[config.mk]
export PLATFORM = sky130hd
export DESIGN_NAME = clut_front
export DESIGN_NICKNAME = d
export VERILOG_FILES = /design/src/rtl/core/color_lut_diagonal_interp_unit_assert.svh /design/src/rtl/core/clut_pkg.sv /design/src/rtl/core/clut_front.sv
export SDC_FILE = /design/constraint.sdc
export NUM_CORES = 1
export LEC_CHECK = 0
export BUFFER_PORTS_ARGS = -buffer_cell sky130_fd_sc_hd__buf_2
export CAP_MARGIN = 20
export CORE_AREA = 2 2 73 75
export DETAILED_ROUTE_END_ITERATION = 7
export DIE_AREA = 0 0 75 77
export PLACE_DENSITY = 0.75
export SETUP_SLACK_MARGIN = 0.5
export SYNTH_ARGS = -nofsm -noshare
export SYNTH_HDL_FRONTEND = slang
export SYNTH_SLANG_ARGS = --single-unit
[constraint.sdc]
create_clock -name i_clk -period 1.7 [get_ports i_clk]
set_input_delay 0.34 -clock i_clk [delete_from_list [all_inputs] [get_ports i_clk]]
set_output_delay 0.34 -clock i_clk [all_outputs]
set_load 0.01 [all_outputs]
[src/rtl/core/color_lut_diagonal_interp_unit_assert.svh]
// ----------------------------------------------------------------------------
// Assertion macros for the color LUT diagonal interpolation unit
// Both macros sample on i_clk and are disabled while i_rst_n is low.
// ----------------------------------------------------------------------------
`ifndef COLOR_LUT_DIAGONAL_INTERP_UNIT_ASSERT_SVH
`define COLOR_LUT_DIAGONAL_INTERP_UNIT_ASSERT_SVH

// Same-cycle implication.
`define CLUT_ASSERT_NOW(label, ante, cons, msg) \
    label: assert property (@(posedge i_clk) disable iff (!i_rst_n) (ante) |-> (cons)) \
        else $error(msg);

// Next-cycle implication.
`define CLUT_ASSERT_NEXT(label, ante, cons, msg) \
    label: assert property (@(posedge i_clk) disable iff (!i_rst_n) (ante) |=> (cons)) \
        else $error(msg);

`endif

[src/rtl/core/clut_pkg.sv]
// ----------------------------------------------------------------------------
// clut_pkg
// Shared constants and types of the color LUT diagonal interpolation unit.
// ----------------------------------------------------------------------------
package clut_pkg;

    localparam int GRID_POINTS         = 32;
    localparam int COMPONENT_FRAC_BITS = 16;
    localparam int CELL_WIDTH          = 256 / GRID_POINTS;
    localparam int TABLE_SIZE          = GRID_POINTS * GRID_POINTS * GRID_POINTS;

    localparam int CH_N    = 3;
    localparam int PIX_W   = 8;
    localparam int IDX_W   = 15;
    localparam int COMP_W  = COMPONENT_FRAC_BITS + 1;
    localparam int ENTRY_W = CH_N * COMP_W;
    localparam int FRAC_W  = $clog2(CELL_WIDTH);
    localparam int GIDX_W  = $clog2(GRID_POINTS);

    // Blend arithmetic: num = s*(CELL-f) + e*f, out = num*255 >> DEN_SHIFT.
    localparam int WGT_W     = FRAC_W + 1;
    localparam int NUM_W     = COMP_W + FRAC_W;
    localparam int PROD_W    = NUM_W + 8;
    localparam int DEN_SHIFT = FRAC_W + COMPONENT_FRAC_BITS;
    localparam int Q_W       = PROD_W - DEN_SHIFT;
    localparam int OUT_MAX   = 255;

    localparam int IN_TDATA_BITS  = IDX_W + ENTRY_W + CH_N * PIX_W;
    localparam int IN_TDATA_W     = ((IN_TDATA_BITS + 7) / 8) * 8;
    localparam int OUT_TDATA_W    = CH_N * PIX_W;

    localparam logic OP_WRITE = 1'b0;
    localparam logic OP_PIXEL = 1'b1;

    // Channel 0 is red, 1 green, 2 blue; red sits in the lowest bits.
    typedef logic [CH_N-1:0][COMP_W-1:0] t_entry;
    typedef logic [CH_N-1:0][FRAC_W-1:0] t_frac;

    // Command passed from the front end to the back end. A write uses
    // addr_a and entry; a pixel uses addr_a (base), addr_b (diagonal) and frac.
    typedef struct packed {
        logic             op;
        logic [IDX_W-1:0] addr_a;
        logic [IDX_W-1:0] addr_b;
        t_entry           entry;
        t_frac            frac;
    } t_cmd;

endpackage

[src/rtl/core/clut_front.sv]
// ----------------------------------------------------------------------------
// clut_front
// Accepts input items, keeps the table-loaded flag and turns each kept item
// into a memory command: a table write or a pair of grid reads with fractions.
// ----------------------------------------------------------------------------
module clut_front (
    input  logic                                 i_clk,
    input  logic                                 i_rst_n,
    input  logic                                 i_valid,
    output logic                                 o_ready,
    input  logic                                 i_op,
    input  logic [clut_pkg::IDX_W-1:0]           i_index,
    input  clut_pkg::t_entry                     i_entry,
    input  logic [clut_pkg::CH_N-1:0][clut_pkg::PIX_W-1:0] i_pix,
    input  logic                                 i_q_full,
    output logic                                 o_push,
    output clut_pkg::t_cmd                       o_cmd,
    output logic                                 o_loaded
);

    localparam int HI_W      = clut_pkg::PIX_W - clut_pkg::FRAC_W;
    localparam int DIAG_STEP = 1 + clut_pkg::GRID_POINTS
                             + clut_pkg::GRID_POINTS * clut_pkg::GRID_POINTS;

    logic                                              r_loaded;
    logic                                              n_loaded;
    logic                                              w_accept;
    logic                                              w_idx_ok;
    logic [clut_pkg::CH_N-1:0][clut_pkg::GIDX_W-1:0]   w_gidx;
    logic [clut_pkg::IDX_W-1:0]                        w_base;
    logic [clut_pkg::IDX_W:0]                          w_diag;
    clut_pkg::t_frac                                   w_frac;

    assign o_ready  = !i_q_full;
    assign w_accept = i_valid && o_ready;
    assign w_idx_ok = 32'(i_index) < clut_pkg::TABLE_SIZE;

    always_comb begin
        for (int k = 0; k < clut_pkg::CH_N; k++) begin
            // Grid index is the pixel value over the cell width, clamped so
            // that the diagonal neighbor stays inside the grid.
            if (i_pix[k][clut_pkg::PIX_W-1:clut_pkg::FRAC_W] >
                HI_W'(clut_pkg::GRID_POINTS - 2)) begin
                w_gidx[k] = clut_pkg::GIDX_W'(clut_pkg::GRID_POINTS - 2);
            end else begin
                w_gidx[k] = clut_pkg::GIDX_W'(
                    i_pix[k][clut_pkg::PIX_W-1:clut_pkg::FRAC_W]);
            end
            w_frac[k] = i_pix[k][clut_pkg::FRAC_W-1:0];
        end
        w_base = clut_pkg::IDX_W'(w_gidx[0])
               + clut_pkg::IDX_W'(w_gidx[1]) * clut_pkg::IDX_W'(clut_pkg::GRID_POINTS)
               + clut_pkg::IDX_W'(w_gidx[2])
                 * clut_pkg::IDX_W'(clut_pkg::GRID_POINTS * clut_pkg::GRID_POINTS);
        w_diag = (clut_pkg::IDX_W+1)'(w_base) + (clut_pkg::IDX_W+1)'(DIAG_STEP);
        if (32'(w_diag) >= clut_pkg::TABLE_SIZE) begin
            w_diag = (clut_pkg::IDX_W+1)'(clut_pkg::TABLE_SIZE - 1);
        end
    end

    always_comb begin
        o_cmd.op     = i_op;
        o_cmd.entry  = i_entry;
        o_cmd.frac   = w_frac;
        o_cmd.addr_b = w_diag[clut_pkg::IDX_W-1:0];
        if (i_op == clut_pkg::OP_WRITE) begin
            o_cmd.addr_a = i_index;
            o_push       = w_accept && w_idx_ok;
        end else begin
            o_cmd.addr_a = w_base;
            // Pixels that arrive before the table is loaded are dropped.
            o_push       = w_accept && r_loaded;
        end
    end

    always_comb begin
        n_loaded = r_loaded;
        if (w_accept && i_op == clut_pkg::OP_WRITE &&
            32'(i_index) == clut_pkg::TABLE_SIZE - 1) begin
            n_loaded = 1'b1;
        end
    end

    always_ff @(posedge i_clk) begin
        if (!i_rst_n) begin
            r_loaded <= 1'b0;
        end else begin
            r_loaded <= n_loaded;
        end
    end

    assign o_loaded = r_loaded;

endmodule

==> results list, run 1 <==
- The worst hold path belongs to the class register to register.
- STA puts the critical path data required time at approximately 1.4 ns.
- GRT Residual Overflow: 0
* Met3 WL post-DR: 410 um
* Avg Cell Area, Syn: 7.45 um^2
- F_max: 0.536 GHz
* Die extent in x: 75 um
* Number of placement rows: 26
* Cell area after synthesis: approximately 1100 um^2
* Most used DFF post-synth: sky130_fd_sc_hd__dfxtp_1
- Headroom to the max-slew limit came out at 0.868.
- Combinational cell fraction of total power: 0.951
- Final standard cell area without fillers: around 1800 um^2
- After detailed routing, the average wire length per cell comes to ~16 um.
- Period utilization: 1.10
- Share of final-layout standard cells stronger than drive strength 1: 0.789
- Die H: just under 80 um
* DR vias: between 1000 and 1500
- Setup violations remaining at the end of the flow were counted as 7.
- The number of nets handed over by synthesis was 239.
- In this design, the stage delay of the slowest critical-path cell is 0.32 ns.
- Clock latency on the worst-skew pair, taken at its later pin, is 0 ns.
* Detailed-route vias per instance: approximately 4.2
* P_leak: approximately 0.86 nW
* Number of failing hold endpoints at the final stage: 0
- At the end of routability-driven placement, the weighted congestion stood at about 0.74.
- Post-synth cell types: 30
- In the final timing run, aggregate negative setup slack is -0.627 ns.
- Worst setup path category: primary input to primary output
- The run finished, with violations left.
- Most frequent cell on the critical path: sky130_fd_sc_hd__buf_6
* Overall die area: slightly below 6000 um^2
- Counting flops with a built-in enable in the synthesized netlist gives 0.
- During I/O placement, the number of pins put on the boundary was approximately 190.
- Setup repair after global routing could not meet its margin everywhere.
- The initial antenna violation count came to 0.
- Highest net fanout along the worst path: 5
- For this run, the register share of the synthesized area comes to 0.0188.
* Remaining antenna violation count: 0
- The worst setup path is launched from a primary input.
* First-pass detailed-route iteration total: 4
* Number of instances in the synthesized netlist: approximately 140
- Initial Util: 0.214
- Violations in the final reports: setup timing
- The tool flagged a number of max-cap violations equal to 0.
- The routed design has between 4000 and 5000 um of wire.
- The worst setup path is captured at a primary output.
- After detailed routing, the number of remaining DRC violations is 0.
* Pins over their slew limit: 0
* Critical path cell sequence: buf_6, nand4_1, nand2_2, inv_2, ha_4, nand4_4, or3_1, and3_4, buf_6
- From synthesis to final layout, the design area changed by 65.9%.
- For this design the ratio of total power to cell area is ~280 nW/um^2.
- N_diodes: 0
- After the first detailed-routing iteration, the DRC count stood at 10.
- In this run the power spent charging and discharging nets is 188 uW.
* WL met2: between 2000 and 2500 um
- The share of total power dissipated in sequential elements is 0.049.
- Of the total power, the clock network draws 0.
* Number of flip-flops and latches in the synthesized netlist: 1
- Length of routed wiring on met1: about 1300 um
* Number of synthesis warnings: 0
- The number of flip-flops in the largest register came to 1.
- The core region is about 5000 um^2.
- Detailed placement ended at an HPWL of around 3200 um.
* Worst-case clock skew: 0 ns
- Commonest cells after routing, fill and taps aside: 39 x sky130_fd_sc_hd__buf_2, 39 x sky130_fd_sc_hd__buf_6, 16 x sky130_fd_sc_hd__buf_4
- Clock transition time at the flip-flop clock pins of the worst setup and hold paths: 0 ns
- The internal power of the cells totals ~300 uW.
- Highest signal layer in the routed design: met4
- In the post-route analysis, the smallest setup slack over all paths is -0.165 ns.
- Peak ir drop on the vdd network: around 0.00009 V
- Global Route Usage Sum: 0.128
- The count of buffers added on input and output ports is between 60 and 70.
* Global-route wire length before repair: ~5700 um
- The placed instances occupy a cell area of roughly 1200 um^2.
- Slowest-stage cell, CP: sky130_fd_sc_hd__or3_1
* Number of global-route vias before repair: 1056
- Post-synth ARST share: 0
* Crit path arrival time: about 1.5 ns
- Of the total power, the share spent switching nets is 0.384.
- Worst-Margin Slew: roughly 0.20 ns
- The design draws 490 uW.
- Measured on the finished design, the core utilization comes to 0.355.
- Number of nets in the layout: ~280
- Period minus WS final: approximately 1.9 ns
- Pin count of the biggest net entering global routing: 9
## cells in the mapped netlist (3+ instances only)
cell type | instances | area (um^2)
sky130_fd_sc_hd__nor3_1 | 3 | 15.0
sky130_fd_sc_hd__o21ai_0 | 3 | 15.0
sky130_fd_sc_hd__xnor2_1 | 6 | 52.6
sky130_fd_sc_hd__buf_4 | 62 | 465
sky130_fd_sc_hd__nand2_1 | 6 | 22.5
sky130_fd_sc_hd__nand4_1 | 6 | 37.5
sky130_fd_sc_hd__nand3_1 | 6 | 30.0
sky130_fd_sc_hd__inv_1 | 7 | 26.3
sky130_fd_sc_hd__a21oi_1 | 4 | 20.0
sky130_fd_sc_hd__nand2b_1 | 3 | 18.8
sky130_fd_sc_hd__mux2_2 | 12 | 135
## worst max-delay path: cells and delay by family
family,cells,cell delay [ns]
adder cells (fa/ha/maj),1,0.15
AND/OR/NAND/NOR,5,0.76
buffers and inverters,3,0.27
## path summary, 6_finish.rpt
path         startpoint   endpoint  slack (ns)  cells after the start
min            o_loaded   o_loaded        0.51                      1
min reg2reg    o_loaded   o_loaded        0.51                      1
max reg2reg    o_loaded   o_loaded        1.07                      1
max            i_pix[7]  o_cmd[74]       -0.16                      9
## per-layer routing
metal	GRT usage	vias up
met1	0.130	476
met3	0.0447	16
met4	0.0321	0
met5	0	-
met2	0.240	65
li1	-	499
## power by group through the flow
stage          sequential [mW]  combinational [mW]  clock, mW
2_1_floorplan           0.0240               0.314          0
3_3_place_gp            0.0240               0.321          0
3_5_place_dp            0.0240               0.325          0
4_1_cts                 0.0240               0.437          0
5_1_grt                 0.0240               0.499          0
6_report                0.0240               0.466          0
## repair_timing
action | in CTS | in global routing
hold buffers | 0 | 0
gates resized for setup | 62 | 25
buffers inserted | 9 | 10
pin swaps | 15 | 11
gates cloned | 2 | 0
endpoints found under the setup margin | 30 | 30
## kinds of logic after synthesis
group / count (synthesis) / synth area share
AOI/OAI and AO/OA: 14 / 0.0881
muxes: 12 / 0.127
and+or+nand+nor: 32 / 0.196
adders and majority gates: 1 / 0.0117
xor gates and xnor gates: 8 / 0.0658
DFF: 1 / 0.0188
buffers and inverters: 75 / 0.492
## final cells by class
class | count | area (um^2)
fill | 527 | 3210
sequential | 1 | 20.0
tap | 70 | 87.6
multi-input combinational | 67 | 689
timing repair buffer | 104 | 940
inverter | 8 | 30.0
## metrics by stage
stage | setup WS, ns | cells | hold slack, ns
after floorplan | 0.0473 | 143 | 0.479
after global placement | -0.173 | 229 | 0.489
after detailed placement | -0.190 | 229 | 0.507
after CTS | -0.163 | 240 | 0.507
after global routing | -0.232 | 250 | 0.542
final | -0.165 | 250 | 0.506
Power figures use the tool's default switching activity.
==> inputs of run 2 (changes only) <==
--- a/config.mk
+++ b/config.mk
@@ -5,12 +5,12 @@
 export SDC_FILE = /design/constraint.sdc
 export NUM_CORES = 1
 export LEC_CHECK = 0
-export BUFFER_PORTS_ARGS = -buffer_cell sky130_fd_sc_hd__buf_2
+export BUFFER_PORTS_ARGS = -buffer_cell sky130_fd_sc_hd__buf_4
 export CAP_MARGIN = 20
 export CORE_AREA = 2 2 73 75
 export DETAILED_ROUTE_END_ITERATION = 7
 export DIE_AREA = 0 0 75 77
-export PLACE_DENSITY = 0.75
+export PLACE_DENSITY = 0.79
 export SETUP_SLACK_MARGIN = 0.5
 export SYNTH_ARGS = -nofsm -noshare
 export SYNTH_HDL_FRONTEND = slang
==> run 2 against run 1 <==
Compared with the run above: the run still ends with setup timing left; combinational power up 16%; global-route usage up 0.68 points; critical path depth unchanged; sequential cell count unchanged; worst setup slack worse by 0.035 ns; sequential power about the same; largest cell class unchanged; largest power group unchanged; register-to-register slack about the same.
==> results list, run 2 (synthesized netlist as in run 1, its figures left out) <==
- Final standard cell area without fillers: around 2000 um^2
* Global Route Usage Sum: 0.135
- Clock-pin slew was measured on the worst setup and hold paths at 0 ns.
- The number of placed instances, taps included, is 227.
- Die extent in x: between 70 and 80 um
- Worst reg2reg setup slack: 1.08 ns
* Critical Path Sink Type: primary output
- Summed over all layers, the routed wires come to about 4300 um.
* Remaining antenna violation count: 0
- Post-DR wirelength/cell: roughly 16 um
- The worst register-to-register path ends at o_loaded.
* Worst-Margin Slew: between 0.15 and 0.2 ns
* Crit path launch: i_pix[7]
* Worst setup path category: primary input to primary output
- After layout, the minimum clock period comes to ~1.9 ns.
- Violations in the final reports: setup timing
- The number of flip-flops in the largest register is 1.
- The worst-case IR drop observed on VDD is roughly 0.00010 V.
- In the final layout, the share of cells above drive strength 1 is 0.795.
- Dividing the detail-routed via count by the number of cells gives between 4 and 5.
- Core Util, Final: 0.405
- DRT iter0 DRCs: 10
* Global-route wire length before repair: 6070 um
* F_max: 0.526 GHz
- Pin count of the biggest net entering global routing: 8
- The total overflow left after global routing is 0.
- First-pass detailed-route iteration total: 4
* Highest net fanout along the worst path: 5
- In the final timing run, aggregate negative setup slack is -1.30 ns.
- P_leak: 0.980 nW
- Period utilization: 1.12
* Number of fill cells in the layout: roughly 510
- Capture point of the worst path: o_cmd[74]
- The final-report hold violation count is 0.
- Across the run, the number of max-cap violations was 0.
* Worst-case clock skew: 0 ns
- Number of global-route vias before repair: 1152
* Pins over their slew limit: 0
- Setup violations remaining at the end of the flow were counted as 10.
- Setup repair after global routing missed its margin: true
* Logic depth of the worst path, buffers included: 9
* Area Growth Syn to Fin: 89.5%
* Crit path buf inv count: 3
- CTS hold repair buffers: 0
* Worst-case headroom to the max-slew limit: 0.867
- Setup WS post-layout: -0.200 ns
- The run finished, with violations left.
* Number of placement rows: 26
* Final weighted congestion in routability-driven placement: about 0.79
- Crit path arrival time: about 1.6 ns
- Number of nets in the layout: between 200 and 300
- Remaining DRCs: 0
- The signal on the critical path passes through buf_6, nand4_1, nand2_2, inv_2, ha_4, nand4_4, or3_1, and3_4, buf_6.
- Later-pin clock latency in the skew report: 0 ns
- Detailed placement ended at an HPWL of between 3000 and 4000 um.
* Die H: slightly below 80 um
- Hold WS: 0.503 ns
- For this design the ratio of total power to cell area is ~280 nW/um^2.
- Overall die area: about 5800 um^2
* Most common cell after layout, fill and taps aside: sky130_fd_sc_hd__buf_4
- Critical path startpoint category: primary input
- Sum of internal, switching and leakage power: roughly 570 uW
- The kind of cell with the highest combined delay along the critical path is simple AND/OR/NAND/NOR gates.
- Excluding fillers, the count of instances in the completed layout stands at 260.
* Count of input and output buffers: around 70
- The region available for standard cell placement spans ~5000 um^2.
* Slowest Stage Delay on Critical Path: around 0.32 ns
- Initial Util: 0.214
* DR vias: approximately 1100
- N_diodes: 0
- Required time of the critical path: 1.36 ns
- The largest individual stage delay along the critical path comes from the cell sky130_fd_sc_hd__or3_1.
* Number of antenna violations at the first check in global routing: 0
* Most frequent cell on the critical path: sky130_fd_sc_hd__buf_6
- Startpoint of the lowest-slack register-to-register path: o_loaded
- Top Ports: roughly 190
- Worst min-delay path class: register to register
* Placement-stage cell area: between 1000 and 1500 um^2
- Worst-case reg-to-reg path depth: 1
- Commonest cells after routing, fill and taps aside: 53 x sky130_fd_sc_hd__buf_4, 48 x sky130_fd_sc_hd__buf_6, 12 x sky130_fd_sc_hd__mux2_4
- Worst setup slack before clock tree synthesis: -0.228 ns
[run 2: cell types whose count changed in the layout (fill, tap and decap cells not counted), moves of 2 or more]
cell,previous run,this run
sky130_fd_sc_hd__buf_2,39,0
sky130_fd_sc_hd__buf_4,16,53
sky130_fd_sc_hd__buf_6,39,48
sky130_fd_sc_hd__buf_8,6,8
sky130_fd_sc_hd__nand2_1,2,4
sky130_fd_sc_hd__nand2_2,3,1
[run 2: worst min-delay path by stage]
stage	start	to	slack [ns]	cells after the start
3_5_place_dp	o_loaded	o_loaded	0.50	1
4_1_cts	o_loaded	o_loaded	0.50	1
6_report	o_loaded	o_loaded	0.50	1
5_1_grt	o_loaded	o_loaded	0.55	1
2_1_floorplan	i_rst_n	o_loaded	0.48	1
3_3_place_gp	o_loaded	o_loaded	0.51	1
[run 2: routing by layer]
metal  up-vias  global-route usage  wire length [um]
met5         -                   0                 0
met4         0              0.0339                99
met3        18              0.0381               416
met2        69               0.262              2430
met1       522               0.133              1320
li1        519                   -                 -
[run 2: power breakdown]
part / internal [mW] / switching (mW) / leakage, nW
registers: 0.0239 / 0.000000140 / 0.00805
logic: 0.345 / 0.196 / 0.972
clock network: 0 / 0 / 0
[run 2: final cells by class]
class	instances	area [um^2]	share of cell area
Inverter	8	30.0	0.0149
Multi-Input combinational cell	67	687	0.340
Timing Repair Buffer	114	1190	0.591
Sequential cell	1	20.0	0.00992
Tap cell	70	87.6	0.0434
[run 2: timing repair]
item | 4_1_cts | 5_1_grt
pin swaps | 13 | 7
gates resized for setup | 71 | 20
endpoints found under the hold margin | 0 | 0
setup endpoints to repair | 29 | 29
buffers inserted | 17 | 13
cloned | 3 | 0
==> inputs of run 3 (changes only) <==
--- a/config.mk
+++ b/config.mk
@@ -10,6 +10,7 @@
 export CORE_AREA = 2 2 73 75
 export DETAILED_ROUTE_END_ITERATION = 7
 export DIE_AREA = 0 0 75 77
+export GPL_TIMING_DRIVEN = 0
 export PLACE_DENSITY = 0.79
 export SETUP_SLACK_MARGIN = 0.5
 export SYNTH_ARGS = -nofsm -noshare
==> run 3 against run 2 <==
Compared with the run above: the flow still finishes with violations (setup timing); largest cell class unchanged; largest power group unchanged; final area rose by 42%; die area did not move; via count increased by 35%.
==> results list, run 3 (synthesized netlist as in run 1, its figures left out) <==
- From synthesis to final layout, the design area changed by 169%.
- Part of the total power dissipated in the clock network: 0
- The final layout contains routed wiring with a total length of between 4000 and 5000 um.
- On the critical path, the stage with the largest delay is an instance of sky130_fd_sc_hd__buf_4.
- Summed over all cells, the static leakage comes to 1.51 nW.
* Core Util, Final: 0.575
- Sum of internal, switching and leakage power: 806 uW
* Share of total power consumed by net switching: 0.343
- Of the total power, registers draw 0.030.
- Number of placement rows: 26
* Length of routed wiring on met1: approximately 1500 um
- In the post-route analysis, the smallest setup slack over all paths is -0.226 ns.
- The floorplan step set the die height to ~77 um.
- The number of flip-flops in the largest register came to 1.
* Period utilization: 1.13
- Counting both buffers and inverters, the worst setup path holds a total of 10.
* Detailed placer's ending HPWL: a little under 4000 um
* CTS hold repair buffers: 0
- Worst-case clock skew: 0 ns
- The largest single stage delay on the critical path is 0.13 ns.
- Of the cells placed in the final design, the portion with a size suffix greater than 1 is 0.882.
- Count of endpoints failing setup in the final report: 8
- Remaining antenna violation count: 0
* Most frequent cell on the critical path: sky130_fd_sc_hd__buf_6
- STA classifies the critical path startpoint as a primary input.
* Placement-stage cell area: approximately 2200 um^2
* Pin count of the biggest net entering global routing: 9
* Global-route wire length before repair: 6600 um
* Worst setup slack before clock tree synthesis: -0.282 ns
- The critical path goes through buf_12, nand4_1, nand2_2, buf_4, buf_6, buf_6, buf_6, buf_6, buf_6, buf_6, buf_6, buf_6.
* Period minus WS final: just under 2 ns
- Global Route Usage Sum: 0.141
- Crit path arrival time: about 1.6 ns
* Internal power contribution: approximately 530 uW
- The floorplan step defined a die boundary enclosing 5780 um^2.
- Based on the critical path, the design can be clocked at up to around 0.52 GHz.
- Combinational cell fraction of total power: 0.970
* Remaining DRCs: 0
* Number of failing hold endpoints at the final stage: 0
* WL met2: around 2900 um
- N_diodes: 0
- During I/O placement, the number of pins put on the boundary was roughly 190.
- The tightest min-delay check is of the register to register type.
* Violations in the final reports: setup timing
* Net switching component of the power: approximately 280 uW
- The initial antenna violation count was 0.
* Worst setup path category: primary input to primary output
* Pins over their slew limit: 0
* Multi-input gate area: approximately 700 um^2
- Registers take 20.0 um^2.
* Later-pin clock latency in the skew report: 0 ns
- Worst-Margin Slew: between 0.2 and 0.25 ns
- The library cells used most frequently in the layout, excluding fill and tap cells, are 171 x sky130_fd_sc_hd__buf_4, 43 x sky130_fd_sc_hd__buf_6, 12 x sky130_fd_sc_hd__mux2_4.
- For this configuration, the core starts out at a cell density of 0.214.
- Met3 WL post-DR: about 400 um
- Clock transition time at the flip-flop clock pins of the worst setup and hold paths: 0 ns
- Across the run, the number of max-cap violations was 0.
- Top cell family by delay on the critical path: buffers and inverters
* Count of input and output buffers: about 130
- In this run the top signal layer used is met3.
- After detailed routing, the average wire length per cell comes to about 13 um.
* Die extent in x: roughly 75 um
- Final weighted congestion in routability-driven placement: ~0.75
- In this run the tightest slew margin relative to its limit is 0.849.
* GRT Residual Overflow: 0
- The detailed router placed approximately 1500 vias in this run.
- First-pass detailed-route iteration total: 5
- VDD sags by at most 0.000137 V.
- The tightest hold path in the finished design has a slack of between 0.5 and 0.6 ns.
* DRT iter0 DRCs: 17
* Power Dens Cells: between 200 and 300 nW/um^2
* Status: complete, but fails checks
- Number of global-route vias before repair: approximately 1500
- Critical Path Sink Type: primary output
* Required time of the critical path: between 1 and 1.5 ns
- Number of nets in the layout: approximately 400
- Detailed-route vias per instance: ~4.1
- Final standard cell area without fillers: about 2900 um^2
- Leaving out fill and tap cells, the most frequent cell in the layout is sky130_fd_sc_hd__buf_4.
- Placeable Area: around 5000 um^2
- Highest net fanout along the worst path: 2
* Setup repair after global routing missed its margin: true
* Number of fill cells in the layout: 468
run 3: final timing paths:
check                           startpoint   endpoint  depth (start not counted)  slack [ns]
worst min register to register    o_loaded   o_loaded                          1        0.52
worst max-delay path              i_pix[5]  o_cmd[60]                         12       -0.23
worst min-delay path              o_loaded   o_loaded                          1        0.52
worst max register to register    o_loaded   o_loaded                          1        1.07
run 3: timing repair:
item | in CTS | in global routing
endpoints found under the setup margin | 29 | 31
gates cloned | 1 | 0
gates resized for setup | 54 | 33
buffers inserted | 26 | 10
pin swaps | 16 | 10
run 3: through the flow:
stage               setup TNS, ns  std cells
global route                -1.96        375
floorplan                       0        143
detailed placement          -1.06        338
finish                      -1.26        375
global placement           -0.935        338
CTS                         -1.12        365
run 3: final cells by class:
type | instances | share of cell area
Inverter | 8 | 0.0105
Sequential cell | 1 | 0.00699
Multi-Input combinational cell | 67 | 0.245
Tap cell | 70 | 0.0306
Timing Repair Buffer | 162 | 0.516
Buffer | 67 | 0.191
run 3: layer usage:
| metal | global-route usage | vias up |
|---|---|---|
| met2 | 0.318 | 90 |
| met5 | 0 | - |
| li1 | - | 753 |
| met4 | 0.00357 | 0 |
| met3 | 0.0210 | 0 |
| met1 | 0.126 | 685 |
run 3: power by group through the flow:
stage / Sequential [mW] / Clock [mW] / Combinational, mW
2_1_floorplan: 0.0240 / 0 / 0.314
3_3_place_gp: 0.0240 / 0 / 0.621
3_5_place_dp: 0.0240 / 0 / 0.629
4_1_cts: 0.0240 / 0 / 0.732
5_1_grt: 0.0239 / 0 / 0.830
6_report: 0.0239 / 0 / 0.782
