[config.mk]
export PLATFORM = sky130hd
export DESIGN_NAME = clut_queue
export DESIGN_NICKNAME = d
export VERILOG_FILES = /design/src/rtl/core/color_lut_diagonal_interp_unit_assert.svh /design/src/rtl/core/clut_pkg.sv /design/src/rtl/core/clut_queue.sv
export SDC_FILE = /design/constraint.sdc
export NUM_CORES = 1
export LEC_CHECK = 0
export BUFFER_PORTS_ARGS = -buffer_cell sky130_fd_sc_hd__buf_2
export CORE_MARGIN = 2
export CORE_UTILIZATION = 30
export CTS_CLUSTER_DIAMETER = 120
export DETAILED_ROUTE_END_ITERATION = 8
export PLACE_DENSITY = 0.5
export SYNTH_ARGS = -nofsm -noshare
export SYNTH_HDL_FRONTEND = slang
export SYNTH_SLANG_ARGS = --single-unit
[constraint.sdc]
create_clock -name i_clk -period 3.1 [get_ports i_clk]
set_input_delay 0.31 -clock i_clk [delete_from_list [all_inputs] [get_ports i_clk]]
set_output_delay 0.31 -clock i_clk [all_outputs]
set_load 0.1 [all_outputs]
[src/rtl/core/color_lut_diagonal_interp_unit_assert.svh]
// ----------------------------------------------------------------------------
// Assertion macros for the color LUT diagonal interpolation unit
// Both macros sample on i_clk and are disabled while i_rst_n is low.
// ----------------------------------------------------------------------------
`ifndef COLOR_LUT_DIAGONAL_INTERP_UNIT_ASSERT_SVH
`define COLOR_LUT_DIAGONAL_INTERP_UNIT_ASSERT_SVH

// Same-cycle implication.
`define CLUT_ASSERT_NOW(label, ante, cons, msg) \
    label: assert property (@(posedge i_clk) disable iff (!i_rst_n) (ante) |-> (cons)) \
        else $error(msg);

// Next-cycle implication.
`define CLUT_ASSERT_NEXT(label, ante, cons, msg) \
    label: assert property (@(posedge i_clk) disable iff (!i_rst_n) (ante) |=> (cons)) \
        else $error(msg);

`endif

[src/rtl/core/clut_pkg.sv]
// ----------------------------------------------------------------------------
// clut_pkg
// Shared constants and types of the color LUT diagonal interpolation unit.
// ----------------------------------------------------------------------------
package clut_pkg;

    localparam int GRID_POINTS         = 32;
    localparam int COMPONENT_FRAC_BITS = 16;
    localparam int CELL_WIDTH          = 256 / GRID_POINTS;
    localparam int TABLE_SIZE          = GRID_POINTS * GRID_POINTS * GRID_POINTS;

    localparam int CH_N    = 3;
    localparam int PIX_W   = 8;
    localparam int IDX_W   = 15;
    localparam int COMP_W  = COMPONENT_FRAC_BITS + 1;
    localparam int ENTRY_W = CH_N * COMP_W;
    localparam int FRAC_W  = $clog2(CELL_WIDTH);
    localparam int GIDX_W  = $clog2(GRID_POINTS);

    // Blend arithmetic: num = s*(CELL-f) + e*f, out = num*255 >> DEN_SHIFT.
    localparam int WGT_W     = FRAC_W + 1;
    localparam int NUM_W     = COMP_W + FRAC_W;
    localparam int PROD_W    = NUM_W + 8;
    localparam int DEN_SHIFT = FRAC_W + COMPONENT_FRAC_BITS;
    localparam int Q_W       = PROD_W - DEN_SHIFT;
    localparam int OUT_MAX   = 255;

    localparam int IN_TDATA_BITS  = IDX_W + ENTRY_W + CH_N * PIX_W;
    localparam int IN_TDATA_W     = ((IN_TDATA_BITS + 7) / 8) * 8;
    localparam int OUT_TDATA_W    = CH_N * PIX_W;

    localparam logic OP_WRITE = 1'b0;
    localparam logic OP_PIXEL = 1'b1;

    // Channel 0 is red, 1 green, 2 blue; red sits in the lowest bits.
    typedef logic [CH_N-1:0][COMP_W-1:0] t_entry;
    typedef logic [CH_N-1:0][FRAC_W-1:0] t_frac;

    // Command passed from the front end to the back end. A write uses
    // addr_a and entry; a pixel uses addr_a (base), addr_b (diagonal) and frac.
    typedef struct packed {
        logic             op;
        logic [IDX_W-1:0] addr_a;
        logic [IDX_W-1:0] addr_b;
        t_entry           entry;
        t_frac            frac;
    } t_cmd;

endpackage

[src/rtl/core/clut_queue.sv]
// ----------------------------------------------------------------------------
// clut_queue
// Small first-in first-out queue of commands between front and back end.
// ----------------------------------------------------------------------------
module clut_queue #(
    parameter int DEPTH = 4
) (
    input  logic                         i_clk,
    input  logic                         i_rst_n,
    input  logic                         i_push,
    input  clut_pkg::t_cmd               i_push_data,
    output logic                         o_full,
    input  logic                         i_pop,
    output clut_pkg::t_cmd               o_pop_data,
    output logic                         o_empty,
    output logic [$clog2(DEPTH+1)-1:0]   o_count
);

    localparam int PTR_W = (DEPTH > 1) ? $clog2(DEPTH) : 1;
    localparam int CNT_W = $clog2(DEPTH + 1);

    clut_pkg::t_cmd    r_mem [DEPTH];
    logic [PTR_W-1:0]  r_wr_ptr;
    logic [PTR_W-1:0]  n_wr_ptr;
    logic [PTR_W-1:0]  r_rd_ptr;
    logic [PTR_W-1:0]  n_rd_ptr;
    logic [CNT_W-1:0]  r_count;
    logic [CNT_W-1:0]  n_count;
    logic              w_do_push;
    logic              w_do_pop;

    assign o_full    = r_count == CNT_W'(DEPTH);
    assign o_empty   = r_count == '0;
    assign w_do_push = i_push && !o_full;
    assign w_do_pop  = i_pop && !o_empty;

    always_comb begin
        n_wr_ptr = r_wr_ptr;
        n_rd_ptr = r_rd_ptr;
        n_count  = r_count;
        if (w_do_push) begin
            n_wr_ptr = (r_wr_ptr == PTR_W'(DEPTH - 1)) ? '0 : r_wr_ptr + 1'b1;
        end
        if (w_do_pop) begin
            n_rd_ptr = (r_rd_ptr == PTR_W'(DEPTH - 1)) ? '0 : r_rd_ptr + 1'b1;
        end
        if (w_do_push && !w_do_pop) begin
            n_count = r_count + 1'b1;
        end else if (w_do_pop && !w_do_push) begin
            n_count = r_count - 1'b1;
        end
    end

    always_ff @(posedge i_clk) begin
        if (!i_rst_n) begin
            r_wr_ptr <= '0;
            r_rd_ptr <= '0;
            r_count  <= '0;
        end else begin
            r_wr_ptr <= n_wr_ptr;
            r_rd_ptr <= n_rd_ptr;
            r_count  <= n_count;
        end
    end

    always_ff @(posedge i_clk) begin
        if (w_do_push) begin
            r_mem[r_wr_ptr] <= i_push_data;
        end
    end

    assign o_pop_data = r_mem[r_rd_ptr];
    assign o_count    = r_count;

endmodule

==> results of run 1 <==
[critical path, cell delays in order (launching register included)]
cell     delay (ps)
dfxtp_4         720
buf_4           330
mux4_2          520
buf_2           310
[flip-flops by register name, indices dropped and copies added, names as in the netlist, named ones only]
| signal | flops |
|---|---|
| o_count | 3 |
| r_mem | 364 |
| r_rd_ptr | 2 |
| r_wr_ptr | 2 |
[metal layers]
metal  vias up  GRT usage
met4         0     0.0429
li1       2911          -
met5         -          0
met2       162      0.200
met3        38     0.0340
met1      3333      0.144
[stage by stage]
stage,instances,hold slack [ps]
after floorplan,526,409
after global placement,1311,491
after detailed placement,1311,494
after CTS,1479,60.5
after global routing,1480,89.9
final,1480,105
[cell type report]
class	instances	area [sq um]	share of cell area
sequential	373	11100	0.627
timing repair buffer	298	2130	0.120
antenna	1	2.50	0.000141
clock buffer	53	1160	0.0652
clock inverter	24	229	0.0129
tap	600	751	0.0423
multi-input combinational	128	2350	0.132
inverter	3	11.3	0.000635
[worst paths after layout]
check,start,to,slack [ps],cells past startpoint
max,register,o_pop_data[82],350,3
min,i_rst_n,o_count[2],100,2
max reg2reg,o_count[0],o_count[2],780,7
min reg2reg,r_wr_ptr[1],r_wr_ptr[1],500,2
[Yosys cell counts, types with 2 or more instances]
cell and number:
clkbuf_1 2, buf_2 10, o21ai_0 3, nor2_1 2, dfxtp_1 9, inv_1 3, nand2_1 6, ha_1 6
buf_12 9, nand3_1 2, edfxtp_1 364, and2_1 5, mux4_2 91, mux2i_1 3, nor2b_1 2
[kinds of logic after synthesis]
kind of cell | after synthesis
and+or+nand+nor | 20
xor gates and xnor gates | 2
DFF | 373
buffers and inverters | 25
adders and majority gates | 7
muxes | 94
AOI/OAI and AO/OA | 5
[power groups by stage]
stage	combinational (mW)	sequential [mW]	clock, mW
4_1_cts	7.05	6.38	5.08
3_5_place_dp	6.94	6.48	0
5_1_grt	7.20	6.42	5.27
6_report	6.93	6.36	4.90
2_1_floorplan	5.88	6.45	0
3_3_place_gp	6.94	6.46	0
[repair_timing]
item	4_1_cts	5_1_grt
hold buffers	91	0
setup endpoints to repair	0	0
hold endpoints to repair	364	0
==> summary.txt, run 1 <==
Synth
  • Top cell type's share of synthesized area: 0.798
  • Post-synth ARST share: 0
  • Mapped Area: 13,700 sq um
  • Yosys warnings: 0
  • Syn nets: 628
  • Simple-Gate Fraction of Synth Area: 0.00749
  • Sequential area share after synthesis: 0.811
  • Number of synthesized flops with an enable pin: 364
  • Mux share of post-synthesis cell area: 0.152
  • Fraction of the mapped netlist area in adder cells: 0.00694
  • Most area-consuming cells after synthesis: edfxtp_1 (80%), mux4_2 (15%), buf_12 (1.3%)
  • Syn avg cell area: 26.0 sq um
  • Gate Count Post-Synth: 526
  • Synth area leader: edfxtp_1
  • Main flop type after synthesis: edfxtp_1
  • XOR/XNOR Fraction of Synth Area: 0.00128
  • Seq cells post-synth: 373
  • Largest family of logic cells by synthesized area: multiplexers
  • Synth cell types: 24
  • Synth Area in Compound Gates: 0.00219

Detailed routing
  • Met3 WL: 1650 um
  • Drt wl/cell: 18.5 um
  • Top Layer Used: met4
  • DRC Markers: 0
  • Routed vias: 6,444
  • Vias per inst: 4.35
  • Pre-Repair DR Iteration Count: 4
  • Met1 Routed Length: 11,500 um
  • WL met2: 13,600 um
  • Routed wire length: 27,400 um
  • Initial drt markers: 355
  • Detail Route Antenna Nets: 0

STA
  • Max Fclk: 363 MHz
  • Min cycle time layout: 2750 ps
  • RSZ-0062 raised after global routing: no
  • Rel. slew slack: 0.591
  • Final setup margin: 348 ps
  • Clk_skew: 13.9 ps
  • Worst-margin pin slew: 614 ps
  • Final period utilization: 0.888
  • Final Max Tran Viols: 0
  • Final setup viols: 0
  • Final hold vios: 0
  • Setup TNS Final: 0 ps

Placement
  • Gpl congestion: 0.697
  • Place WS: 763 ps
  • Detailed Place HPWL: 15,800 um
  • I/O Buffers: 190
  • Area after DPL: 15,400 sq um

Floorplanning
  • # rows: 78
  • Die width: 218 um
  • Io pins: 191
  • Initial Utilization: 0.303
  • Full die area: 47,400 sq um
  • Core area: 45,200 sq um
  • Die Y: 218 um

CTS
  • Sink Count: 373
  • Clock transition at path regs: 60 ps
  • Clk Latency, worst-skew pair: 550 ps
  • CTS tree: built
  • H-tree depth: 2
  • Cts bufs inserted: 43
  • CTS Buffer Depth: 3
  • Root buf cell: clkbuf_16
  • Post-CTS Setup Bufs: 0
  • PostCTS Resize Cnt: 0

Setup path
  • Setup crit end kind: output port
  • Setup CP Type: reg2out
  • Critical path peak fanout: 22
  • Crit start category: register
  • CP arrival: 2440 ps
  • Req. time, crit path: 2790 ps

Power
  • Overall power: 18.2 mW
  • Combinational share of power: 0.381
  • Flop pwr share: 0.350
  • Cell area power density: 1030 nW/um^2
  • Internal power: 10.7 mW
  • Worst ir drop on vdd: 0.713 mV
  • Switch share: 0.414
  • Switch Pwr: 7.54 mW
  • Static Leak: 5.96 nW
  • Clk pwr share: 0.269

Global routing
  • Total congestion overflow: 0
  • Tot GR Track Use: 0.118
  • First-pass GRT wire length: 42,200 um
  • Vias in the first global route: 7,162
  • Pin count of the biggest net entering global routing: 87
  • Initial antenna violation count: 1

Layout
  • Most frequent cells in the layout: edfxtp_1 (364), buf_2 (190), mux4_2 (91), dlygate4sd3_1 (91), clkbuf_16 (45)
  • NumNets Final: 949
  • Synth-to-layout area growth: 29.5%
  • Layout cell share with drive strength beyond 1: 0.421
  • Layout Utilization: 0.393
  • Fin area: 17,700 sq um
  • Commonest non-fill, non-tap cell in the layout: edfxtp_1
  • Layout fillers: 4,020

Status
  • Status: complete, no violations

Worst hold path
  • Worst Hold Class: in2reg

Run
  • Max Cap Viol: 0
No activity file was read; power rests on OpenSTA's default activity.
==> inputs of run 2 (changes only) <==
--- a/config.mk
+++ b/config.mk
@@ -5,12 +5,15 @@
 export SDC_FILE = /design/constraint.sdc
 export NUM_CORES = 1
 export LEC_CHECK = 0
+export ABC_AREA = 1
 export BUFFER_PORTS_ARGS = -buffer_cell sky130_fd_sc_hd__buf_2
 export CORE_MARGIN = 2
 export CORE_UTILIZATION = 30
 export CTS_CLUSTER_DIAMETER = 120
 export DETAILED_ROUTE_END_ITERATION = 8
 export PLACE_DENSITY = 0.5
+export SETUP_SLACK_MARGIN = 0.02
+export SKIP_LAST_GASP = 1
 export SYNTH_ARGS = -nofsm -noshare
 export SYNTH_HDL_FRONTEND = slang
 export SYNTH_SLANG_ARGS = --single-unit
==> run 2 against run 1 <==
Net effect: clock skew down 1.2 ps; flip-flop and latch count unchanged; maximum frequency down 3.3%; critical path depth up 1; worst setup slack worse by 93 ps; non-clock buffer count up 4; final cell count up 27%; via count up 34%; design area up 0.75%; critical path type unchanged.
==> summary.txt, run 2 <==
Layout
  • Most frequent cells in the layout: edfxtp_1 (364), nor2_1 (193), buf_2 (188), o21ai_0 (183) (was edfxtp_1 (364), buf_2 (190), mux4_2 (91), dlygate4sd3_1 (91), clkbuf_16 (45))
  • Largest Register: r_mem (unchanged)
  • Layout cell share with drive strength beyond 1: 0.220 (was 0.421)
  • Synth-to-layout area growth: 27.8% (was 29.5%)
  • ANT cells: 0 (was 1)
  • Layout fillers: 4,395 (was 4,020)
  • Commonest non-fill, non-tap cell in the layout: edfxtp_1 (unchanged)
  • Number of flip-flops in the largest register: 364 (unchanged)
  • NumNets Final: 1,341 (was 949)

Detailed routing
  • Drt wl/cell: 17.1 um (was 18.5 um)
  • Routed wire length: 32,100 um (was 27,400 um)
  • Met1 Routed Length: 14,200 um (was 11,500 um)
  • Detail Route Antenna Nets: 0 (unchanged)
  • Initial drt markers: 560 (was 355)
  • Vias per inst: 4.60 (was 4.35)
  • DRC Markers: 0 (unchanged)
  • Pre-Repair DR Iteration Count: 5 (was 4)
  • Routed vias: 8,634 (was 6,444)
  • Top Layer Used: met4 (unchanged)
  • Met3 WL: 2020 um (was 1650 um)
  • WL met2: 15,300 um (was 13,600 um)

Synth
  • Post-synth ARST share: 0 (unchanged)
  • Synth cell types: 21 (was 24)
  • Commonest cells post-synth: edfxtp_1 (364), nor2_1 (197), o21ai_0 (183), o22ai_1 (91), clkbuf_1 (28) (was edfxtp_1 (364), mux4_2 (91), buf_2 (10), buf_12 (9), dfxtp_1 (9))
  • Number of synthesized flops with an enable pin: 364 (unchanged)
  • Syn avg cell area: 14.7 sq um (was 26.0 sq um)
  • Sequential area share after synthesis: 0.794 (was 0.811)
  • Top cell type's share of synthesized area: 0.782 (was 0.798)
  • Yosys warnings: 0 (unchanged)
  • Most area-consuming cells after synthesis: edfxtp_1 (78%), o21ai_0 (6.5%), nor2_1 (5.3%) (was edfxtp_1 (80%), mux4_2 (15%), buf_12 (1.3%))
  • Main flop type after synthesis: edfxtp_1 (unchanged)
  • Seq cells post-synth: 373 (unchanged)
  • Synth area leader: edfxtp_1 (unchanged)
  • Gate Count Post-Synth: 952 (was 526)
  • Syn nets: 1,054 (was 628)
  • Most common cell in the netlist: edfxtp_1 (unchanged)
  • Mapped Area: 14,000 sq um (was 13,700 sq um)

Placement
  • Detailed Place HPWL: 17,500 um (was 15,800 um)
  • Place WS: 756 ps (was 763 ps)
  • Gpl congestion: 0.707 (was 0.697)
  • I/O Buffers: 190 (unchanged)

Global routing
  • Tot GR Track Use: 0.133 (was 0.118)
  • First-pass GRT wire length: 49,000 um (was 42,200 um)
  • Vias in the first global route: 8,728 (was 7,162)
  • Total congestion overflow: 0 (unchanged)
  • Initial antenna violation count: 0 (was 1)
  • Pin count of the biggest net entering global routing: 97 (was 87)

Setup path
  • R2R Path Start: o_count[1] (was o_count[0])
  • R2R depth: 9 (was 7)
  • CP arrival: 2540 ps (was 2440 ps)
  • Req. time, crit path: 2790 ps (about the same)
  • Crit start category: register (unchanged)
  • Critical Path Sink: o_pop_data[38] (was o_pop_data[82])
  • Setup crit end kind: output port (unchanged)
  • Setup CP Type: reg2out (unchanged)
  • Critical path peak fanout: 60 (was 22)
  • Worst R2R End: o_count[1] (was o_count[2])
  • FF-to-FF setup slack: 980 ps (was 780 ps)

CTS
  • CTS Buffer Depth: 3 (unchanged)
  • PostCTS Resize Cnt: 0 (unchanged)
  • Clock transition at path regs: 50 ps (was 60 ps)
  • H-tree depth: 2 (unchanged)
  • Clk Latency, worst-skew pair: 550 ps (about the same)
  • Cts bufs inserted: 42 (was 43)
  • Root buf cell: clkbuf_16 (unchanged)
  • Sink Count: 373 (unchanged)
  • CTS tree: built (unchanged)

STA
  • Clk_skew: 12.7 ps (was 13.9 ps)
  • RSZ-0062 raised after global routing: no (unchanged)
  • Rel. slew slack: 0.497 (was 0.591)
  • Min cycle time layout: 2850 ps (was 2750 ps)
  • Final Max Tran Viols: 0 (unchanged)
  • Setup TNS Final: 0 ps (unchanged)
  • Final hold vios: 0 (unchanged)
  • Worst-margin pin slew: 755 ps (was 614 ps)
  • Final setup viols: 0 (unchanged)
  • Final setup margin: 255 ps (was 348 ps)
  • Max Fclk: 351 MHz (was 363 MHz)
  • Final period utilization: 0.918 (was 0.888)
  • WHS: 56.7 ps (was 105 ps)

Status
  • Status: complete, no violations (unchanged)

Floorplanning
  • # rows: 79 (was 78)
  • Die width: 220 um (was 218 um)
  • Full die area: 48,400 sq um (was 47,400 sq um)
  • Initial Utilization: 0.302 (was 0.303)
  • Core area: 46,300 sq um (was 45,200 sq um)
  • Io pins: 191 (unchanged)
  • Die Y: 220 um (was 218 um)

Worst hold path
  • Worst Hold Class: in2reg (unchanged)

Run
  • Max Cap Viol: 0 (unchanged)
## run 2: changes by cell type after synthesis, moves of 9 or more
cell / previous run / this run
buf_12: 9 / 0
buf_6: 1 / 19
clkbuf_1: 2 / 28
inv_1: 3 / 17
mux4_2: 91 / 0
nand2_1: 6 / 15
nor2_1: 2 / 197
o21ai_0: 3 / 183
o22ai_1: 0 / 91
## run 2: worst min-delay path by stage
stage / from / end / slack [ps] / cells past startpoint
2_1_floorplan: i_push_data[0] / r_mem[0][0] / 410 / 0
3_3_place_gp: o_count[0] / o_count[0] / 490 / 2
3_5_place_dp: o_count[0] / o_count[0] / 500 / 2
4_1_cts: i_rst_n / r_wr_ptr[0] / 20 / 3
5_1_grt: i_rst_n / r_wr_ptr[0] / 40 / 3
6_report: i_rst_n / r_wr_ptr[1] / 60 / 3
## run 2: critical path, cell delays in order (launching register included)
cell     delay (ps)
dfxtp_4         830
buf_4           330
o21ai_0         110
o22ai_1         210
buf_2           460
## run 2: cell type report
class                           count  area (sq um)  area share
Clock buffer                       50          1100      0.0617
Clock inverter                     26           155     0.00868
Inverter                           19          76.3     0.00427
Multi-Input combinational cell    501          2450       0.137
Sequential cell                   373         11100       0.622
Tap cell                          607           759      0.0425
Timing Repair Buffer              302          2210       0.124
## run 2: cells by family after synthesis
kind of cell,synth area share
buf+inv,0.0326
flops,0.794
simple gates,0.0586
compound gates,0.108
fa+ha+maj,0.00680
## run 2: metal layers
layer	vias up	GRT usage
met4	0	0.0380
met3	52	0.0378
met5	-	0
met2	210	0.219
met1	4227	0.170
li1	4145	-
## run 2: timing repair
action | 4_1_cts | 5_1_grt
buffers inserted | 0 | 0
hold buffers | 91 | 0
endpoints found under the setup margin | 0 | 0
endpoints found under the hold margin | 364 | 0
## run 2: metrics by stage
stage | area, sq um | util | instances
floorplan | 14000 | - | 952
global placement | 15700 | 0.340 | 1711
detailed placement | 15700 | 0.340 | 1711
CTS | 17900 | 0.386 | 1878
global route | 17900 | 0.386 | 1878
finish | 17900 | 0.386 | 1878
Power of run 2 is left out: the tool's default activity adds up to more than one toggle a clock period on the data nets, which glitch-free logic cannot reach.
==> inputs of run 3 (changes only) <==
--- a/config.mk
+++ b/config.mk
@@ -6,12 +6,14 @@
 export NUM_CORES = 1
 export LEC_CHECK = 0
 export ABC_AREA = 1
-export BUFFER_PORTS_ARGS = -buffer_cell sky130_fd_sc_hd__buf_2
+export CAP_MARGIN = 10
+export CORE_ASPECT_RATIO = 0.5
 export CORE_MARGIN = 2
 export CORE_UTILIZATION = 30
 export CTS_CLUSTER_DIAMETER = 120
 export DETAILED_ROUTE_END_ITERATION = 8
-export PLACE_DENSITY = 0.5
+export DONT_BUFFER_PORTS = 1
+export PLACE_DENSITY = 0.46
 export SETUP_SLACK_MARGIN = 0.02
 export SKIP_LAST_GASP = 1
 export SYNTH_ARGS = -nofsm -noshare
==> run 3 against run 2 <==
Net effect: core utilization grew 2.3 points; clock skew grew 6.8 ps; design area up 4.6%; clock-buffer cell count fell by 4; sequential share of layout area down 2.7 points; first-iteration DRC count is 3.6% lower; critical path depth unchanged; die area increased by 0.22%; worst setup slack better by 190 ps; final cell count is 4.5% lower; worst hold slack improved by 79 ps; global-route usage up 0.54 points.
==> summary.txt, run 3 (synthesis gave the netlist of run 2 again) <==
Status
  • Status: complete, no violations (unchanged)

Global routing
  • Vias in the first global route: 8,955 (was 8,728)
  • Pin count of the biggest net entering global routing: 183 (was 97)
  • Tot GR Track Use: 0.138 (was 0.133)
  • First-pass GRT wire length: 50,700 um (was 49,000 um)
  • Total congestion overflow: 0 (unchanged)
  • Initial antenna violation count: 0 (unchanged)

STA
  • Max Fclk: 376 MHz (was 351 MHz)
  • Final hold vios: 0 (unchanged)
  • Setup TNS Final: 0 ps (unchanged)
  • Final Max Tran Viols: 0 (unchanged)
  • Final period utilization: 0.858 (was 0.918)
  • RSZ-0062 raised after global routing: no (unchanged)
  • Worst-margin pin slew: 844 ps (was 755 ps)
  • Min cycle time layout: 2660 ps (was 2850 ps)
  • Clk_skew: 19.6 ps (was 12.7 ps)
  • Rel. slew slack: 0.437 (was 0.497)
  • Final setup margin: 440 ps (was 255 ps)
  • Final setup viols: 0 (unchanged)

CTS
  • H-tree depth: 2 (unchanged)
  • Root buf cell: clkbuf_16 (unchanged)
  • CTS Buffer Depth: 3 (unchanged)
  • Post-CTS Setup Bufs: 0 (unchanged)
  • CTS tree: built (unchanged)
  • Sink Count: 373 (unchanged)
  • Cts bufs inserted: 37 (was 42)
  • Clock transition at path regs: 60 ps (was 50 ps)
  • Clk Latency, worst-skew pair: 530 ps (was 550 ps)

Setup path
  • Setup CP Type: reg2out (unchanged)
  • Setup crit end kind: output port (unchanged)
  • Worst R2R End: r_mem[3][38] (was o_count[1])
  • CP max stage delay: 520 ps (was 830 ps)
  • Req. time, crit path: 2790 ps (about the same)
  • FF-to-FF setup slack: 910 ps (was 980 ps)
  • Crit path cell chain: buf_12 -> o21ai_0 -> o22ai_2 -> buf_4 (was buf_4 -> o21ai_0 -> o22ai_1 -> buf_2)
  • R2R depth: 5 (was 9)
  • WP buf/inv: 2 (unchanged)
  • Critical path peak fanout: 182 (was 60)
  • CP delay by family, top: buffers and inverters (was flip-flops)
  • Crit start category: register (unchanged)
  • CP arrival: 2350 ps (was 2540 ps)
  • R2R Path Start: o_count[1] (unchanged)
  • CP max-delay cell: buf_12 (was dfxtp_4)

Detailed routing
  • Vias per inst: 4.75 (was 4.60)
  • Pre-Repair DR Iteration Count: 5 (unchanged)
  • Detail Route Antenna Nets: 0 (unchanged)
  • Drt wl/cell: 19.0 um (was 17.1 um)
  • Routed vias: 8,512 (was 8,634)
  • DRC Markers: 0 (unchanged)
  • Routed wire length: 34,000 um (was 32,100 um)
  • Initial drt markers: 540 (was 560)

Floorplanning
  • Die Y: 157 um (was 220 um)
  • Die width: 309 um (was 220 um)
  • Io pins: 191 (unchanged)
  • # rows: 55 (was 79)
  • Initial Utilization: 0.307 (was 0.302)
  • Core area: 45,600 sq um (was 46,300 sq um)
  • Full die area: 48,500 sq um (was 48,400 sq um)

Placement
  • I/O Buffers: 0 (was 190)
  • Area after DPL: 16,600 sq um (was 15,700 sq um)
  • Detailed Place HPWL: 18,700 um (was 17,500 um)
  • Gpl congestion: 0.693 (was 0.707)
  • Place WS: 705 ps (was 756 ps)

Layout
  • Synth-to-layout area growth: 33.7% (was 27.8%)
  • NumNets Final: 1,240 (was 1,341)
  • Layout cell share with drive strength beyond 1: 0.230 (was 0.220)
  • Commonest non-fill, non-tap cell in the layout: edfxtp_1 (unchanged)
  • Most frequent cells in the layout: edfxtp_1 (364), nor2_1 (193), o21ai_0 (183), dlygate4sd3_1 (95), o22ai_2 (91) (was edfxtp_1 (364), nor2_1 (193), buf_2 (188), o21ai_0 (183))
  • Largest Register: r_mem (unchanged)
  • ANT cells: 0 (unchanged)
  • Fin area: 18,700 sq um (was 17,900 sq um)
  • Layout fillers: 4,125 (was 4,395)
  • Number of flip-flops in the largest register: 364 (unchanged)

Worst hold path
  • Worst Hold Class: in2reg (unchanged)
  • Min-Delay Path Depth: 3 (unchanged)
  • Hold path start: i_pop (was i_rst_n)

Run
  • Max Cap Viol: 0 (unchanged)
-- run 3: cell count changes in the layout (fill, tap and decap cells not counted), moves of 2 or more --
cell,before,now
buf_12,15,59
buf_2,188,0
buf_4,8,52
clkbuf_16,43,39
clkinv_1,10,4
clkinv_2,11,9
dlygate4sd3_1,91,95
o22ai_1,91,0
o22ai_2,0,91
-- run 3: tightest hold or removal path, delay by kind of cell --
kind / cells / cell delay (ps)
simple gates: 3 / 300
-- run 3: per-layer routing --
layer | vias to the layer above | GRT usage | routed length [um]
li1 | 3945 | - | -
met1 | 4389 | 0.161 | 13900
met2 | 123 | 0.260 | 18300
met3 | 55 | 0.0249 | 1060
met4 | 0 | 0.0391 | 709
met5 | - | 0 | 0
-- run 3: worst max path at each step --
stage                           from        endpoint  slack (ps)  cells past startpoint
after floorplan           o_count[1]     r_mem[0][0]          30                      4
after global placement      register  o_pop_data[74]         710                      4
after detailed placement    register  o_pop_data[79]         710                      4
after CTS                   register  o_pop_data[79]         100                      4
after global routing        register  o_pop_data[74]         270                      5
final                       register  o_pop_data[33]         440                      4
-- run 3: per-stage QoR --
stage	hold WS, ps	util	std cells
floorplan	409	-	952
global route	149	0.410	1793
CTS	115	0.410	1793
detailed placement	409	0.363	1631
global placement	409	0.363	1631
finish	136	0.410	1793
-- run 3: final cells by class --
type / count / area, sq um / share of cell area
Sequential cell: 373 / 11100 / 0.595
Multi-Input combinational cell: 501 / 3020 / 0.162
Timing Repair Buffer: 206 / 2520 / 0.135
Clock buffer: 46 / 1000 / 0.0536
Tap cell: 627 / 785 / 0.0420
Clock inverter: 21 / 171 / 0.00917
Inverter: 19 / 73.8 / 0.00395
-- run 3: timing repair --
item / CTS / global route
gates resized for setup: 0 / 1
hold buffers: 95 / 0
endpoints found under the hold margin: 373 / 0
endpoints found under the setup margin: 0 / 2
Power of run 3 is left out for the same reason.
